`src/hw/rtl/cnpd_pkg.sv`:
```
// Shared types, constants and saturating helpers for the contact normal force unit.
`timescale 1ns / 1ps
package cnpd_pkg;

   localparam int CONTACTS  = 1024;
   localparam int CIDX_W    = $clog2(CONTACTS);
   localparam int DATA_W    = 64;
   localparam int CFG_W     = 63;
   localparam int CSR_IDX_W = 3;

   typedef logic signed [DATA_W-1:0] q_type;

   localparam q_type ONE_Q   = 64'sh0000_0001_0000_0000;
   localparam q_type POS_MAX = 64'sh7FFF_FFFF_FFFF_FFFF;
   localparam q_type NEG_MIN = 64'sh8000_0000_0000_0000;

   typedef enum logic [1:0] {
      ALU_ADD,
      ALU_SUB,
      ALU_MUL,
      ALU_DIV
   } alu_op_type;

   typedef struct packed {
      logic       start;
      alu_op_type op;
      q_type      a;
      q_type      b;
   } alu_req_type;

   typedef struct packed {
      logic  done;
      q_type result;
   } alu_rsp_type;

   typedef enum logic [CSR_IDX_W-1:0] {
      CSR_SLOPE_DIV_TWO,
      CSR_SLOPE_DIV_THREE,
      CSR_SLOPE_DIV_FOUR,
      CSR_KNEE_ONE,
      CSR_KNEE_TWO,
      CSR_KNEE_THREE,
      CSR_YIELD,
      CSR_TENSILE
   } csr_index_type;

   typedef struct packed {
      logic [CIDX_W-1:0] contact_index;
      q_type             indentation;
      logic [CFG_W-1:0]  elastic_stiffness;
      logic [CFG_W-1:0]  equivalent_modulus;
      logic [CFG_W-1:0]  contact_area;
      logic [CFG_W-1:0]  plastic_modulus;
      logic [CFG_W-1:0]  damage_span_factor;
      logic              first_step;
   } req_type;

   typedef struct packed {
      q_type       normal_force;
      q_type       stiffness_ratio;
      logic [32:0] damage;
      logic        damage_written;
      logic        tension_failure;
   } rsp_type;

   // Magnitude of a signed value; the most negative value maps to 2^63.
   function automatic logic [DATA_W-1:0] magof(input q_type x);
      logic [DATA_W-1:0] ux;
      ux = x;
      magof = x[DATA_W-1] ? (~ux + 64'd1) : ux;
   endfunction

   // Signed value from sign and magnitude, saturated to the data range.
   function automatic q_type from_mag(input logic neg, input logic [DATA_W-1:0] m);
      logic [DATA_W-1:0] mm;
      if (neg) begin
         mm = (m > 64'h8000_0000_0000_0000) ? 64'h8000_0000_0000_0000 : m;
         from_mag = q_type'(~mm + 64'd1);
      end else begin
         mm = (m > 64'h7FFF_FFFF_FFFF_FFFF) ? 64'h7FFF_FFFF_FFFF_FFFF : m;
         from_mag = q_type'(mm);
      end
   endfunction

   // Clamp a sum carried one bit wider back into the data range.
   function automatic q_type sat_wide(input logic signed [DATA_W:0] s);
      if (s[DATA_W] != s[DATA_W-1]) begin
         sat_wide = s[DATA_W] ? NEG_MIN : POS_MAX;
      end else begin
         sat_wide = q_type'(s[DATA_W-1:0]);
      end
   endfunction

endpackage

```
`src/hw/rtl/cnpd_alu.sv`:
```
// Shared saturating Q32.32 unit: add, subtract, 4-step multiply, 64-step divide.
`timescale 1ns / 1ps
module cnpd_alu (
   input  logic                 clock,
   input  logic                 reset,
   input  cnpd_pkg::alu_req_type alu_req,
   output cnpd_pkg::alu_rsp_type alu_rsp
);
   import cnpd_pkg::*;

   typedef enum logic [2:0] {
      A_IDLE,
      A_MUL,
      A_MFIN,
      A_DIV,
      A_DFIN
   } astate_type;

   astate_type         state_ff;
   logic               done_ff;
   q_type              res_ff;
   logic               neg_ff;
   logic [DATA_W-1:0]  ua_ff, ub_ff;
   logic [127:0]       acc_ff;
   logic [63:0]        prod_ff;
   logic [1:0]         sh_ff;
   logic [5:0]         cnt_ff;
   logic [DATA_W-1:0]  r_ff, lo_ff, q_ff;

   logic [DATA_W-1:0]  ua_in, ub_in;
   logic [31:0]        pa_in, pb_in;
   logic [127:0]       addend_in;
   logic [DATA_W-1:0]  rn_in;
   logic               sub_in;
   logic [DATA_W-1:0]  mfin_in;
   logic               div_short_in;
   logic               done_in;

   always_comb begin
      ua_in = magof(alu_req.a);
      ub_in = magof(alu_req.b);
      // select partial product halves by step
      pa_in = cnt_ff[1] ? ua_ff[63:32] : ua_ff[31:0];
      pb_in = cnt_ff[0] ? ub_ff[63:32] : ub_ff[31:0];
      case (sh_ff)
         2'd0:    addend_in = {64'd0, prod_ff};
         2'd1:    addend_in = {32'd0, prod_ff, 32'd0};
         default: addend_in = {prod_ff, 64'd0};
      endcase
      // one restoring divide step
      rn_in  = {r_ff[62:0], lo_ff[63]};
      sub_in = r_ff[63] || (rn_in >= ub_ff);
      mfin_in = (acc_ff[127:96] != 32'd0) ? {DATA_W{1'b1}} : acc_ff[95:32];
      // divide that ends at once on a zero operand or an overflow
      div_short_in = (ua_in == '0) || (ub_in == '0) || ({32'd0, ua_in[63:32]} >= ub_in);
      // completion pulse
      done_in = (state_ff == A_MFIN) || (state_ff == A_DFIN) ||
                ((state_ff == A_IDLE) && alu_req.start &&
                 ((alu_req.op == ALU_ADD) || (alu_req.op == ALU_SUB) ||
                  (alu_req.op == ALU_DIV && div_short_in)));
   end

   always_ff @(posedge clock) begin
      if (reset) begin
         state_ff <= A_IDLE;
         done_ff  <= 1'b0;
      end else begin
         done_ff <= done_in;
         case (state_ff)
            A_IDLE: begin
               if (alu_req.start) begin
                  neg_ff <= alu_req.a[DATA_W-1] ^ alu_req.b[DATA_W-1];
                  ua_ff  <= ua_in;
                  ub_ff  <= ub_in;
                  case (alu_req.op)
                     ALU_ADD: begin
                        res_ff  <= sat_wide({alu_req.a[DATA_W-1], alu_req.a}
                                            + {alu_req.b[DATA_W-1], alu_req.b});
                     end
                     ALU_SUB: begin
                        res_ff  <= sat_wide({alu_req.a[DATA_W-1], alu_req.a}
                                            - {alu_req.b[DATA_W-1], alu_req.b});
                     end
                     ALU_MUL: begin
                        acc_ff   <= '0;
                        cnt_ff   <= '0;
                        state_ff <= A_MUL;
                     end
                     default: begin
                        if (ua_in == '0) begin
                           res_ff  <= '0;
                        end else if (ub_in == '0) begin
                           res_ff  <= from_mag(alu_req.a[DATA_W-1], {DATA_W{1'b1}});
                        end else if ({32'd0, ua_in[63:32]} >= ub_in) begin
                           res_ff  <= from_mag(alu_req.a[DATA_W-1] ^ alu_req.b[DATA_W-1],
                                               {DATA_W{1'b1}});
                        end else begin
                           r_ff     <= {32'd0, ua_in[63:32]};
                           lo_ff    <= {ua_in[31:0], 32'd0};
                           q_ff     <= '0;
                           cnt_ff   <= '0;
                           state_ff <= A_DIV;
                        end
                     end
                  endcase
               end
            end
            A_MUL: begin
               // product registered, accumulated in the following step
               if (cnt_ff < 6'd4) begin
                  prod_ff <= pa_in * pb_in;
                  sh_ff   <= 2'(cnt_ff[1] + cnt_ff[0]);
               end
               if (cnt_ff != 6'd0) begin
                  acc_ff <= acc_ff + addend_in;
               end
               cnt_ff <= cnt_ff + 6'd1;
               if (cnt_ff == 6'd4) begin
                  state_ff <= A_MFIN;
               end
            end
            A_MFIN: begin
               res_ff   <= from_mag(neg_ff, mfin_in);
               state_ff <= A_IDLE;
            end
            A_DIV: begin
               r_ff   <= sub_in ? (rn_in - ub_ff) : rn_in;
               lo_ff  <= {lo_ff[62:0], 1'b0};
               q_ff   <= {q_ff[62:0], sub_in};
               cnt_ff <= cnt_ff + 6'd1;
               if (cnt_ff == 6'd63) begin
                  state_ff <= A_DFIN;
               end
            end
            A_DFIN: begin
               res_ff   <= from_mag(neg_ff, q_ff);
               state_ff <= A_IDLE;
            end
            default: state_ff <= A_IDLE;
         endcase
      end
   end

   assign alu_rsp.done   = done_ff;
   assign alu_rsp.result = res_ff;

   // A new operation is only issued while the unit is free.
   a_start_idle: assert property (@(posedge clock) disable iff (reset)
      alu_req.start |-> (state_ff == A_IDLE))
      else $error("alu started while busy");
   // Completion is a single-cycle pulse.
   a_done_pulse: assert property (@(posedge clock) disable iff (reset)
      done_ff |=> !done_ff)
      else $error("alu done held");
   // Divide loop always leaves through the finishing step.
   a_div_exit: assert property (@(posedge clock) disable iff (reset)
      (state_ff == A_DIV && cnt_ff == 6'd63) |=> (state_ff == A_DFIN))
      else $error("divide loop exit");

endmodule

```
`config.mk`:
```
export PLATFORM = sky130hd
export DESIGN_NAME = cnpd_alu
export DESIGN_NICKNAME = d
export VERILOG_FILES = /design/src/hw/rtl/cnpd_pkg.sv /design/src/hw/rtl/cnpd_alu.sv
export SDC_FILE = /design/constraint.sdc
export NUM_CORES = 2
export LEC_CHECK = 0
export BUFFER_PORTS_ARGS = -buffer_cell sky130_fd_sc_hd__buf_2
export CAP_MARGIN = 20
export CORE_MARGIN = 2
export CORE_UTILIZATION = 55
export CTS_BUF_LIST = sky130_fd_sc_hd__clkbuf_16
export DETAILED_ROUTE_END_ITERATION = 8
export PLACE_DENSITY = 0.75
export SYNTH_ARGS = -nofsm -noshare
export SYNTH_HDL_FRONTEND = slang
export SYNTH_SLANG_ARGS = --single-unit
```
`constraint.sdc`:
```
create_clock -name clock -period 34.1 [get_ports clock]
set_clock_uncertainty 0.2 [all_clocks]
set_input_delay 5.115 -clock clock [delete_from_list [all_inputs] [get_ports clock]]
set_output_delay 5.115 -clock clock [all_outputs]
set_load 0.02 [all_outputs]
```
After elaboration in Yosys (flattened, before gate mapping)

Index checks and enable logic that the tools add are counted.

Register bits: 589
Input port bits: 133
Output and inout port bits: 65
Word-level logic and storage cells: 156

Add/subtract/negate cells: 10
$mul: 1
Order comparisons: 7
Eq/ne operators: 27
Muxes and demuxes: 61
Bitwise gates (word level): 6
Reduce and logical (&&, ||, !) cells: 31

Operator list:

| kind                    | count |
|---|---|
| $mux W64                | 35 |
| $pmux W128 S2           | 2 |
| $mux W128               | 3 |
| $pmux W64 S2            | 3 |
| $pmux W64 S3            | 2 |
| $add A64 B1 Y64 const B | 4 |
| $not A64 Y64            | 4 |
| $add A128 B128 Y128     | 1 |
| $gt A64 B63 Y1 const B  | 2 |
| $gt A64 B64 Y1 const B  | 2 |
| $logic_not A64 Y1       | 2 |
| $add A64 B64 Y65        | 1 |
| $sub A64 B64 Y65        | 1 |
| $ge A32 B64 Y1          | 1 |
| $ge A64 B64 Y1          | 1 |
| $mul A32 B32 Y64        | 1 |
| $mux W32                | 2 |
| $sub A64 B64 Y64        | 1 |
| $reduce_bool A32 Y1     | 1 |
| $mux W6                 | 4 |
| $pmux W6 S2             | 2 |
| $reduce_and A7 Y1       | 3 |
| $ne A2 B2 Y1 const B    | 10 |
| $mux W3                 | 6 |
| other kinds (29)        | 49 |

Longest topological paths before layout

Depth in word-level cells: 10
Gate-level depth with buffers: 37

Worst setup path before layout

No wires, ideal clock.

Path type: input port to flip-flop
Start point: input alu_req[82] in the netlist's numbering
End point: register lo_ff[32], enable pin
Setup time: 0.935 ns
Arrival: 20.638 ns
Required time: 32.965 ns
Setup slack: 12.326 ns
Stages on the path: 21
Cells stage by stage: clkbuf_1 -> or4_1 -> clkbuf_1 -> nor3_1 -> clkbuf_1 -> nand4_1 -> clkbuf_1 -> o41ai_1 -> xor2_1 -> inv_1 -> ha_1 -> a21o_1 -> a21o_1 -> a21oi_1 -> o21ai_0 -> nand3_1 -> a21o_1 -> nand3_1 -> a31oi_1 -> o21ai_0 -> a221oi_1

Longest elaborated chain between the ends: 6
Elaborated cells on any way between the ends: 8
Classes of those cells: add/sub: 1; order compare: 1; eq/ne: 2; mux: 1; bitwise: 1; reduce/logical: 2

Ends and longest elaborated chain:

| element                                             | RTL line                       | text |
|---|---|---|
| start: declaration                                  | cnpd_alu.sv:6                  | `input cnpd_pkg::alu_req_type alu_req,` |
| $not A64 Y64 (*)                                    | cnpd_pkg.sv:70                 | `magof = x[DATA_W-1] ? (~ux + 64'd1) : ux;` |
| $add A64 B1 Y64 (*)                                 | cnpd_pkg.sv:70                 |  |
| $mux W64 (*)                                        | cnpd_pkg.sv:70                 |  |
| via ua_in[41]                                       | cnpd_alu.sv:30                 | `logic [DATA_W-1:0] ua_in, ub_in;` |
| $ge A32 B64 Y1 or $logic_not A64 Y1 (tied branches) | cnpd_alu.sv:94, cnpd_alu.sv:90 |  |
| $ne A2 B2 Y1 (no source line)                       | n/a                            |  |
| $reduce_and A7 Y1 (no source line) (*)              | n/a                            |  |
| end signal: assignment                              | cnpd_alu.sv:99                 | `lo_ff <= {ua_in[31:0], 32'd0};` |
| end signal: assignment                              | cnpd_alu.sv:128                | `lo_ff <= {lo_ff[62:0], 1'b0};` |
| end: declaration                                    | cnpd_alu.sv:28                 | `logic [DATA_W-1:0] r_ff, lo_ff, q_ff;` |

The timed path passes the listed nets; every way through them passes the cells marked *.
A chain may end at the register's enable or synchronous reset.

Worst setup path after layout

Start point: input alu_req[64] in the netlist's numbering
End point: register r_ff[60], enable pin

Longest elaborated chain between the ends: 6
Elaborated cells on any way between the ends: 8
Classes of those cells: add/sub: 1; order compare: 1; eq/ne: 2; mux: 1; bitwise: 1; reduce/logical: 2

Ends and longest elaborated chain:

| element                                             | RTL line                       | text |
|---|---|---|
| $not A64 Y64 (*)                                    | cnpd_pkg.sv:70                 |  |
| $add A64 B1 Y64 (*)                                 | cnpd_pkg.sv:70                 |  |
| $mux W64 (*)                                        | cnpd_pkg.sv:70                 |  |
| via ua_in[32]                                       | cnpd_alu.sv:30                 |  |
| $ge A32 B64 Y1 or $logic_not A64 Y1 (tied branches) | cnpd_alu.sv:94, cnpd_alu.sv:90 |  |
| $ne A2 B2 Y1 (no source line)                       | n/a                            |  |
| $reduce_and A7 Y1 (no source line) (*)              | n/a                            |  |
| end signal: assignment                              | cnpd_alu.sv:98                 | `r_ff <= {32'd0, ua_in[63:32]};` |
| end signal: assignment                              | cnpd_alu.sv:127                | `r_ff <= sub_in ? (rn_in - ub_ff) : rn_in;` |
| end: declaration                                    | cnpd_alu.sv:28                 |  |

Marked as above.

==> flow_summary_export.csv <==
group,metric,value,unit
worst_setup_path,critPathBufInv,6,
placement,gp_congestion,1.12,
yosys,yosysSeqAreaShare,0.196,
sta,finalSetupViolations,0,
worst_setup_path,timing.critical_path.mode_cell,"buf_4",
clock_tree,tritoncts,"yes",
sta,slew_headroom,0.0955,
sta,hold_viol_final,0,
placement,place.port_buffers,197,
detailed_routing,drtIter0Drc,11069,
sta,rsz0062_at_grt,"no",
grt,grt_pass1_wl,515000,um
hold_path,min_path_type,"reg2reg",
clock_tree,cts_buffer_depth,3,
yosys,synth_flop_cell,"edfxtp_1",
floorplan,io_pins,198,
sta,max_freq,83.9,MHz
yosys,syn-instance-count,10239,
detailed_routing,wl_per_cell,29.1,um
final_layout,fin_nets,11768,
yosys,synth_cell_types,90,
detailed_routing,num_vias,80616,
yosys,async_flop_share,0,
sta,final.setup.tns,0,ns
worst_setup_path,path_delay_family,"compound AO/OA/AOI/OAI gates",
clock_tree,post_cts_buffers,0,
worst_setup_path,crit_type,"in2reg",
yosys,synth_seq_cells,557,
detailed_routing,drc,0,
placement,dpl.hpwl,282000,um
clock_tree,path_clk_slew,0.06,ns
clock_tree,post_cts_resized,0,
grt,grt_max_degree,76,
job,maxCapViolCount,0,
yosys,synth.most_common_cell,"nor2_1",
yosys,ys_top_cells_by_count,"nor2_1, inv_1, nand2_1, fa_1, a21oi_1",
floorplan,start_util,0.553,
clock_tree,postCtsHoldBufs,0,
floorplan,die_height,397,um
worst_setup_path,cp_max_fo,70,
worst_setup_path,end_kind,"flop",
clock_tree,cts-root-buf,"clkbuf_16",
status,status,"finished, final reports clean",
floorplan,fp-row-count,144,
sta,layout_min_cycle_time,11.91,ns
detailed_routing,wl,356000,um
worst_setup_path,cp.arrival,12.01,ns
worst_setup_path,worstPathRequired,34.20,ns
yosys,synth_top_area_share,0.212,
clock_tree,clkSinkCount,557,
floorplan,design.die.area,0.158,mm2
yosys,yosysWarnings,0,
floorplan,design.core.area,0.154,mm2
worst_setup_path,crit_chain,"buf_2, inv_1, ha_1, or4b_2, nor4_1, buf_4, nand3_1, o41ai_1, xnor2_1, inv_1, ha_1, nand2b_1, a21oi_1, nor2b_1, o21ai_0, a21oi_1, o21a_1, o31ai_1, nand3_1, a31oi_1, o21ai_0, a221oi_4, buf_4, buf_4",
yosys,synth_largest_area_cell,"fa_1",
final_layout,post_route_cells_drive_above_1_share,0.0658,
sta,maxSlewViolCount,0,
grt,grt_pass1_vias,78263,
grt,overflow,0,
worst_setup_path,worst_setup_path_start_kind,"input pin",
yosys,synth_area_per_cell,8.31,um2
clock_tree,worstSkewPairLatency,0.70,ns
clock_tree,htree_levels,3,
yosys,synth_edf_count,553,
detailed_routing,first_pass_iters,7,
yosys,syn_area,0.0851,mm2
detailed_routing,ant_nets,0,
yosys,synth.area.top_cells,"fa_1, edfxtp_1, ha_1",
yosys,synth.net_count,11896,
grt,grt.total_usage,0.443,
sta,max_slew.worst_pin.slew,1.36,ns
detailed_routing,viasPerCell,6.59,
worst_setup_path,cp_slowest_cell,"buf_4",
worst_setup_path,critPathMaxStageDelay,0.86,ns
sta,finalCritPeriodShare,0.349,
floorplan,chipWidth,397,um
grt,antenna_found_initial,57,
final_layout,area_delta_synth_final,6.19,%
clock_tree,numCtsBuffers,70,
==> cell type report <==
class / count / area (um2)
Fill cell: 13838 / 63500
Multi-Input combinational cell: 7874 / 61900
Sequential cell: 557 / 16700
Inverter: 1226 / 4600
Tap cell: 2044 / 2560
Timing Repair Buffer: 382 / 2380
Clock buffer: 70 / 1750
Clock inverter: 53 / 375
Antenna cell: 25 / 62.6
==> final timing paths <==
path                            slack, ns        start  cells after the start          end
worst max register to register      22.85    cnt_ff[1]                     29  prod_ff[59]
worst min register to register       0.35    lo_ff[39]                      1    lo_ff[40]
worst max-delay path                22.19  alu_req[64]                     24     r_ff[60]
worst min-delay path                 0.35    lo_ff[39]                      1    lo_ff[40]
==> routing by layer <==
| layer | vias up | global-route usage | share of wire | wire length, um |
|---|---|---|---|---|
| met3 | 1351 | 0.136 | 0.13 | 46600 |
| met2 | 5383 | 0.658 | 0.43 | 151000 |
| met4 | 52 | 0.283 | 0.080 | 28500 |
| li1 | 34731 | - | - | - |
| met5 | - | 0 | 0.00090 | 321 |
| met1 | 39099 | 0.563 | 0.36 | 129000 |
==> flip-flops by register name, summed over array words and instances (netlist names) <==
signal	flops
q_ff	64
res_ff	64
lo_ff	32
r_ff	64
state_ff	3
ua_ff	64
done_ff	1
neg_ff	1
cnt_ff	6
ub_ff	64
prod_ff	64
sh_ff	2
acc_ff	128
==> logic make-up (layout without fill, tap and decap cells) <==
logic type               count (synthesis)  after routing  share of synthesized area
AO/OA/AOI/OAI                         2293           2293                      0.169
XOR/XNOR                               477            477                     0.0491
adder cells (fa/ha/maj)               1524           1524                      0.304
buffers and inverters                 1808           1731                     0.0803
flip-flops                             557            557                      0.196
multiplexers                           148            148                     0.0182
other                                    0             25                          0
AND/OR/NAND/NOR                       3432           3432                      0.183
==> placed cells by master (no fill, tap or decap), types with 94 or more instances in the layout <==
master       n
nand4_1    145
xor2_1     123
ha_1       624
and2_1     100
nor2_1    1299
o21ai_0    571
edfxtp_1   553
o21bai_1    94
buf_2      197
nand2_1    992
a31oi_1    105
buf_4      180
xnor2_1    354
fa_1       900
a21oi_1    663
inv_1     1235
nor3_1     177
a21o_1     165
and3_1     111
nand3_1    139
==> per-stage QoR <==
| step | hold WS, ns | utilization | area, um2 | worst slack (ns) | cells |
|---|---|---|---|---|---|
| 3_3_place_gp | 0.330 | 0.572 | 88100 | 21.49 | 12077 |
| 5_1_grt | 0.368 | 0.587 | 90300 | 21.98 | 12215 |
| 2_1_floorplan | 0.325 | - | 85100 | 12.33 | 10239 |
| 3_5_place_dp | 0.338 | 0.573 | 88100 | 21.50 | 12079 |
| 4_1_cts | 0.354 | 0.586 | 90200 | 22.18 | 12202 |
| 6_report | 0.352 | 0.587 | 90300 | 22.19 | 12231 |
Power is not shown: default switching activity piles up to over one toggle a cycle in this logic, so the estimate is an artifact.
